==> config.mk <==
export PLATFORM = sky130hd
export DESIGN_NAME = dofl_front
export DESIGN_NICKNAME = d
export VERILOG_FILES = /design/src/rtl/core/dofl_pkg.sv /design/src/rtl/core/dofl_front.sv
export SDC_FILE = /design/constraint.sdc
export NUM_CORES = 2
export LEC_CHECK = 0
export ABC_AREA = 1
export BUFFER_PORTS_ARGS = -buffer_cell sky130_fd_sc_hd__buf_2
export CAP_MARGIN = 20
export CORE_MARGIN = 2
export CORE_UTILIZATION = 35
export DETAILED_ROUTE_END_ITERATION = 7
export GPL_ROUTABILITY_DRIVEN = 0
export GPL_TIMING_DRIVEN = 1
export PLACE_DENSITY = 0.55
export SETUP_SLACK_MARGIN = 0.5
export SLEW_MARGIN = 10
export SYNTH_ARGS = -nofsm -noshare
export SYNTH_HDL_FRONTEND = slang
export SYNTH_SLANG_ARGS = --single-unit
==> constraint.sdc <==
create_clock -name clock -period 11.4 [get_ports clock]
set_input_delay 0.57 -clock clock [delete_from_list [all_inputs] [get_ports clock]]
set_output_delay 0.57 -clock clock [all_outputs]
set_load 0.02 [all_outputs]
==> src/rtl/core/dofl_pkg.sv <==
// shared types and constants for the depth-of-field limits unit
package dofl_pkg;

   localparam int unsigned FL_W  = 14;
   localparam int unsigned FN_W  = 10;
   localparam int unsigned S_W   = 20;
   localparam int unsigned COC_W = 12;
   localparam int unsigned A_W   = 42;
   localparam int unsigned P_W   = 36;
   localparam int unsigned D_W   = 26;
   localparam int unsigned N_W   = 62;
   localparam int unsigned DEN_W = 48;
   localparam int unsigned Q_W   = 32;

   localparam logic [13:0] MM_SCALE = 14'd16000;
   localparam logic [Q_W-1:0] SAT_MAX = '1;

   typedef enum logic [1:0] {
      ST_OK        = 2'd0,
      ST_DEGEN     = 2'd1,
      ST_NO_SUBJ   = 2'd2
   } status_type;

   typedef struct packed {
      logic [A_W:0]   hnum;   // a + p
      logic [N_W-1:0] num;    // s * a
      logic [D_W-1:0] d;
      logic [DEN_W-1:0] den_near;
      logic [DEN_W-1:0] den_far;
      logic           near_ok;
      logic           far_ok;
      status_type     status;
   } prep_type;

   typedef struct packed {
      logic [Q_W-1:0] hyper;
      logic [Q_W-1:0] near_lim;
      logic [Q_W-1:0] far_lim;
      logic           far_inf;
      status_type     status;
   } result_type;

endpackage

==> src/rtl/core/dofl_front.sv <==
// products and divisors, three register stages
module dofl_front (
   input  logic                         clock,
   input  logic                         reset,
   input  logic                         adv,
   input  logic                         in_valid,
   input  logic [dofl_pkg::FL_W-1:0]    fl,
   input  logic [dofl_pkg::FN_W-1:0]    fn,
   input  logic [dofl_pkg::S_W-1:0]     s,
   input  logic [dofl_pkg::COC_W-1:0]   coc,
   output logic                         out_valid,
   output dofl_pkg::prep_type           prep
);
   // stage 1
   logic v1_ff;
   logic [27:0] fl2_ff;
   logic [21:0] fnc_ff;
   logic [dofl_pkg::FL_W-1:0] fl1_ff;
   logic [dofl_pkg::S_W-1:0] s1_ff;
   logic degen1_ff;
   // stage 2
   logic v2_ff;
   logic [dofl_pkg::A_W-1:0] a2_ff;
   logic [dofl_pkg::P_W-1:0] p2_ff;
   logic [dofl_pkg::D_W-1:0] d2_ff;
   logic [dofl_pkg::S_W-1:0] s2_ff;
   logic degen2_ff;
   // stage 3
   logic v3_ff;
   dofl_pkg::prep_type prep_ff;
   dofl_pkg::prep_type prep_in;
   logic [45:0] sd;
   logic [dofl_pkg::DEN_W-1:0] dn, df;

   always_ff @(posedge clock) begin
      if (reset) begin
         v1_ff <= 1'b0;
         v2_ff <= 1'b0;
         v3_ff <= 1'b0;
      end else if (adv) begin
         v1_ff <= in_valid;
         v2_ff <= v1_ff;
         v3_ff <= v2_ff;
      end
   end

   always_comb begin
      sd = {26'd0, s2_ff} * {20'd0, d2_ff};
      dn = {6'd0, a2_ff} - {12'd0, p2_ff} + {2'd0, sd};
      df = {6'd0, a2_ff} + {12'd0, p2_ff} - {2'd0, sd};
      prep_in.hnum     = {1'b0, a2_ff} + {7'd0, p2_ff};
      prep_in.num      = {20'd0, a2_ff} * {42'd0, s2_ff};
      prep_in.d        = d2_ff;
      prep_in.den_near = dn;
      prep_in.den_far  = df;
      prep_in.near_ok  = !dn[dofl_pkg::DEN_W-1] && (dn != '0);
      prep_in.far_ok   = !df[dofl_pkg::DEN_W-1] && (df != '0);
      if (degen2_ff) begin
         prep_in.status = dofl_pkg::ST_DEGEN;
      end else if (s2_ff == '0) begin
         prep_in.status = dofl_pkg::ST_NO_SUBJ;
      end else begin
         prep_in.status = dofl_pkg::ST_OK;
      end
   end

   always_ff @(posedge clock) begin
      if (adv) begin
         fl2_ff    <= {14'd0, fl} * {14'd0, fl};
         fnc_ff    <= {12'd0, fn} * {10'd0, coc};
         fl1_ff    <= fl;
         s1_ff     <= s;
         degen1_ff <= (fl == '0) || (fn == '0) || (coc == '0);
         a2_ff     <= {14'd0, fl2_ff} * {28'd0, dofl_pkg::MM_SCALE};
         p2_ff     <= {14'd0, fnc_ff} * {22'd0, fl1_ff};
         d2_ff     <= {fnc_ff, 4'd0};
         s2_ff     <= s1_ff;
         degen2_ff <= degen1_ff;
         prep_ff   <= prep_in;
      end
   end

   assign out_valid = v3_ff;
   assign prep      = prep_ff;
endmodule

[Word-level counts from Yosys, hierarchy flattened]
Cells that the tools add are included.
Storage, ports and cells
  flip-flop bits (word level): 422
  bits of input ports: 60
Cells by class
  add/sub/neg operators: 5
  $mul: 6
  mux-type cells: 1
  reduce and logical (&&, ||, !) cells: 12
Operators with widths (count)
  48-bit nonzero test: 2
  42-bit by 36-bit adder with 43-bit output: 2
  35-bit by 20-bit multiplier with 55-bit output: 1
  43-bit by 47-bit adder with 48-bit output: 1
  43-bit by 46-bit subtractor with 47-bit output: 1
  42-bit by 36-bit subtractor with 43-bit output: 1
  20-bit by 22-bit multiplier with 42-bit output: 1
  22-bit by 14-bit multiplier with 36-bit output: 1
  28-bit by 7-bit multiplier with 35-bit output, second input constant: 1
  14-bit by 14-bit multiplier with 28-bit output: 1
  10-bit by 12-bit multiplier with 22-bit output: 1
  20-bit logical NOT: 1
  14-bit logical NOT: 1
  12-bit logical NOT: 1
  10-bit logical NOT: 1
  1-bit logical AND: 2
  1-bit logical NOT: 2
  1-bit logical OR: 2
  2-bit 2-to-1 mux: 1

[Depth between registers and ports, before layout]
  depth after elaboration: 4
  gate-level depth with buffers: 50

[Worst setup path after synthesis]
OpenSTA, ideal clock, no wires.
  path type: register to register
  start: register s2_ff[3] in the netlist's numbering
  end: register prep_ff (netlist bit prep[2]) (data pin)
  arrival time: 8.373 ns
  data required time: 11.151 ns
  path slack: 2.778 ns
  stages on the path, launching flop included: 46
  clock period less this slack: 8.622 ns
  cell sequence: edfxtp_1 > clkbuf_1 > buf_1 > nand2_1 > inv_1 > fa_1 > fa_1 > inv_1 > fa_1 > inv_1 > fa_1 > inv_1 > fa_1 > inv_1 > fa_1 > inv_1 > fa_1 > inv_1 > [10 not listed] > xor2_1 > inv_1 > ha_1 > ha_1 > nand2_1 > nor2_1 > inv_1 > nor4_1 > nand2_1 > nand2_1 > nand2_1 > o211ai_1 > xor2_1 > nand3_1 > nor2_1 > nand3_1 > nand2_1 > inv_1
RTL lines
  from (decl): line dofl_front.sv:26  | logic [dofl_pkg::S_W-1:0] s2_ff;
  from (signal assigned): line dofl_front.sv:77  | s2_ff <= s1_ff;
  to (signal assigned): line dofl_front.sv:79  | prep_ff <= prep_in;
  to (decl): line dofl_front.sv:30  | dofl_pkg::prep_type prep_ff;

==> impl_metrics.xml <==
<?xml version="1.0" encoding="UTF-8"?>
<metrics>
  <group name="critical_path">
    <metric name="r2r_setup_slack" unit="ns">1.13</metric>
    <metric name="path_class" unit="">reg2reg</metric>
    <metric name="crit_path_max_fanout" unit="">12</metric>
    <metric name="timing.critical_path.slowest_cell_delay" unit="ns">1.05</metric>
    <metric name="timing.reg2reg.worst_path_depth" unit="">40</metric>
    <metric name="slowest_stage" unit="">edfxtp_1</metric>
    <metric name="worst_path_dominant_cell_family" unit="">adder cells</metric>
    <metric name="worst_r2r_endpoint" unit="">prep[2]</metric>
    <metric name="critPathRequiredTime" unit="ns">11.91</metric>
    <metric name="setup.worst_path.end_class" unit="">register</metric>
    <metric name="crit_path_start_kind" unit="">register</metric>
    <metric name="r2r_start" unit="">d2_ff[16]</metric>
    <metric name="worstPathBufferInverterCount" unit="">8</metric>
    <metric name="worst_ep_arrival_time" unit="ns">10.78</metric>
  </group>
  <group name="synth">
    <metric name="total_of_warnings_raised_by_yosys" unit="">0</metric>
    <metric name="synth_top_flop_cell" unit="">edfxtp_1</metric>
    <metric name="synth_enable_flop_cells" unit="">412</metric>
    <metric name="portion_of_synthesized_cell_area_occupied_by_the_leading_cell_type" unit="">0.356</metric>
    <metric name="synthMostInstantiatedCell" unit="">inv_1</metric>
    <metric name="yosys_top_cell_by_area" unit="">fa_1</metric>
    <metric name="post_synth_cell_types" unit="">59</metric>
    <metric name="post_synth_instance_area" unit="um2">83400</metric>
    <metric name="synthTopCellsByCount" unit="">2730 x inv_1, 2474 x nand2_1, 1485 x fa_1, 799 x ha_1, 412 x edfxtp_1</metric>
    <metric name="syn-mean-instance-area" unit="um2">8.37</metric>
    <metric name="netlist_instances" unit="">9970</metric>
    <metric name="register_bit_count_reported_by_yosys" unit="">415</metric>
    <metric name="asyncSetResetFlopFracSynth" unit="">0</metric>
    <metric name="synth_area_leaders" unit="">fa_1 36%, edfxtp_1 15%, inv_1 12%</metric>
    <metric name="ys_seq_area_frac" unit="">0.149</metric>
  </group>
  <group name="cts">
    <metric name="numCtsBuffers" unit="">59</metric>
    <metric name="clockBufferDepth" unit="">3</metric>
    <metric name="clk_transition_reported_paths" unit="ns">0.07</metric>
    <metric name="total_of_hold_buffers_inserted_after_clock_tree_synthesis" unit="">17</metric>
    <metric name="clock_latency" unit="ns">0.76</metric>
    <metric name="clock_sink_count" unit="">415</metric>
    <metric name="cts_tree" unit="">yes</metric>
    <metric name="post-cts-setup-buffer-count" unit="">0</metric>
    <metric name="cts_repair_resize_count" unit="">0</metric>
    <metric name="root_buffer" unit="">clkbuf_16</metric>
    <metric name="h-tree-depth" unit="">2</metric>
  </group>
  <group name="detailed_routing">
    <metric name="detail_route.iter0.violations" unit="">4903</metric>
    <metric name="vias_per_cell" unit="">4.85</metric>
    <metric name="drc" unit="">0</metric>
    <metric name="final_routed_wire_length_divided_by_cell_count" unit="um">19.8</metric>
    <metric name="drt.antenna.violating_nets" unit="">0</metric>
    <metric name="drtPass1Iterations" unit="">6</metric>
    <metric name="totalWireLength" unit="um">264000</metric>
    <metric name="total_number_of_vias" unit="">64636</metric>
  </group>
  <group name="timing">
    <metric name="fin_crit_sh" unit="">0.901</metric>
    <metric name="worstMarginPinSlew" unit="ns">1.15</metric>
    <metric name="clock_skew" unit="ns">0.0589</metric>
    <metric name="timing.final.setup_violations" unit="">0</metric>
    <metric name="finalSetupTns" unit="ns">0</metric>
    <metric name="clock.fmax" unit="MHz">97.4</metric>
    <metric name="layout_min_cycle_time" unit="ns">10.27</metric>
    <metric name="max_slew_margin" unit="">0.231</metric>
    <metric name="final_hold_vios" unit="">0</metric>
    <metric name="worst_hold_slack" unit="ns">0.0516</metric>
    <metric name="grt_setup_unrepaired" unit="">false</metric>
    <metric name="maxSlewViolCount" unit="">0</metric>
  </group>
  <group name="min_path">
    <metric name="hold_start" unit="">s[10]</metric>
    <metric name="worstHoldPathCells" unit="">1</metric>
    <metric name="hold_path_end" unit="">s1_ff[10]</metric>
    <metric name="hold_wc_path_type" unit="">in2reg</metric>
  </group>
  <group name="die">
    <metric name="die_width" unit="um">492</metric>
    <metric name="floorplan.die.height" unit="um">492</metric>
    <metric name="die_area" unit="um2">242000</metric>
    <metric name="core_region_area" unit="um2">237000</metric>
    <metric name="num_io_pins" unit="">292</metric>
    <metric name="count_of_standard_cell_rows" unit="">179</metric>
    <metric name="start_util" unit="">0.351</metric>
  </group>
  <group name="cells_and_area">
    <metric name="post-route-util" unit="">0.381</metric>
    <metric name="final_cells" unit="">13321</metric>
    <metric name="share_of_layout_cells_above_drive_strength_1" unit="">0.0603</metric>
    <metric name="final.fill_count" unit="">24313</metric>
    <metric name="area.growth.synth_to_final" unit="%">8.49</metric>
    <metric name="layout.nets" unit="">12438</metric>
  </group>
  <group name="placement">
    <metric name="place.port_buffers" unit="">280</metric>
    <metric name="dp_cells" unit="">13182</metric>
    <metric name="hpwlAfterDp" unit="um">215000</metric>
  </group>
  <group name="flow_run">
    <metric name="max_cap_viol_count" unit="">0</metric>
  </group>
  <group name="global_routing">
    <metric name="first_pass_grt_wire_length" unit="um">409000</metric>
    <metric name="pin_count_of_the_biggest_net_entering_global_routing" unit="">87</metric>
    <metric name="grt_pass1_vias" unit="">68704</metric>
    <metric name="globalRouteOverflowTotal" unit="">0</metric>
    <metric name="gr-usage-all-layers" unit="">0.220</metric>
    <metric name="initial_antenna_violation_count" unit="">19</metric>
  </group>
  <group name="run_status">
    <metric name="status" unit="">finished, final reports clean</metric>
  </group>
</metrics>
[registers in the layout, summed over array words and instances (netlist names)]
signal	flops
fnc_ff	22
prep	216
a2_ff	34
fl1_ff	13
out_valid	1
fl2_ff	27
s1_ff	20
v2_ff	1
v1_ff	1
s2_ff	20
p2_ff	36
degen2_ff	1
degen1_ff	1
d2_ff	22
[layout make-up]
| cell class | instances | area [um2] | area share |
|---|---|---|---|
| multi-input cells | 6474 | 59300 | 0.655 |
| clock buffers | 64 | 1500 | 0.0165 |
| inverters | 2741 | 10300 | 0.114 |
| clock inverters | 47 | 572 | 0.00632 |
| well taps | 3167 | 3960 | 0.0438 |
| flip-flops and latches | 415 | 12400 | 0.137 |
| diodes | 10 | 25.0 | 0.000277 |
| repair buffers | 403 | 2400 | 0.0265 |
[cell usage in the layout (no fill, tap or decap), drive strengths merged, types with 2 or more instances in the layout]
cell type,Yosys,layout
bufinv,0,9
a21boi,37,37
o31ai,9,9
nand3b,6,6
clkbuf,275,65
o221ai,3,3
a21oi,372,372
a41oi,2,2
inv,2741,2746
a211oi,4,4
conb,2,19
nor3b,2,2
nand2,2527,2527
buf,82,385
o21a,18,18
nor2,316,316
a21o,32,32
dlygate4sd3,0,17
clkinvlp,0,8
xor2,239,239
o311ai,3,3
o21ai,152,152
nor3,38,38
ha,799,799
o21bai,15,15
diode,0,10
o211ai,12,12
dfxtp,3,3
a221oi,4,4
clkinv,0,25
edfxtp,412,412
a31oi,41,41
nand4,35,35
xnor2,103,103
or2,5,5
a31o,7,7
nor4,23,23
nand3,158,158
fa,1485,1485
[cells by family (layout without fill, tap and decap cells)]
group                      count (synthesis)  in the layout  share of synthesized area
and+or+nand+nor                         3115           3115                      0.149
AOI/OAI and AO/OA                        714            714                     0.0492
other                                      2             29                  0.0000900
xor gates and xnor gates                 342            342                     0.0359
DFF                                      415            415                      0.149
buffers and inverters                   3098           3255                      0.141
adders and majority gates               2284           2284                      0.476
[stage by stage]
stage	setup slack, ns	area, um2
2_1_floorplan	2.78	83500
3_3_place_gp	1.20	88200
3_5_place_dp	1.28	88200
4_1_cts	1.18	90400
5_1_grt	0.703	90500
6_report	1.13	90500
[worst register-to-register path, delay by kind of cell (launching register included)]
kind | cells | cell delay [ns]
AOI/OAI and AO/OA | 4 | 1.15
xor gates and xnor gates | 1 | 0.45
adders and majority gates | 10 | 4.65
DFF | 1 | 1.05
buffers and inverters | 8 | 0.57
and+or+nand+nor | 17 | 2.18
[layer usage]
metal | global-route usage | up-vias | routed length (um)
li1 | - | 29557 | -
met1 | 0.290 | 32226 | 111000
met2 | 0.355 | 2397 | 119000
met3 | 0.0410 | 456 | 21600
met4 | 0.0912 | 0 | 12700
met5 | 0 | - | 0
[worst max-delay path by stage]
stage | start | to | slack [ns] | cells after the start
global placement | d2_ff[12] | prep[2] | 1.20 | 42
detailed placement | d2_ff[16] | prep[2] | 1.28 | 40
finish | d2_ff[16] | prep[2] | 1.13 | 40
global route | d2_ff[16] | prep[2] | 0.70 | 40
CTS | d2_ff[16] | prep[2] | 1.18 | 40
floorplan | s2_ff[3] | prep[2] | 2.78 | 45
Power is not shown: default switching activity piles up to over one toggle a cycle in this logic, so the estimate is an artifact.
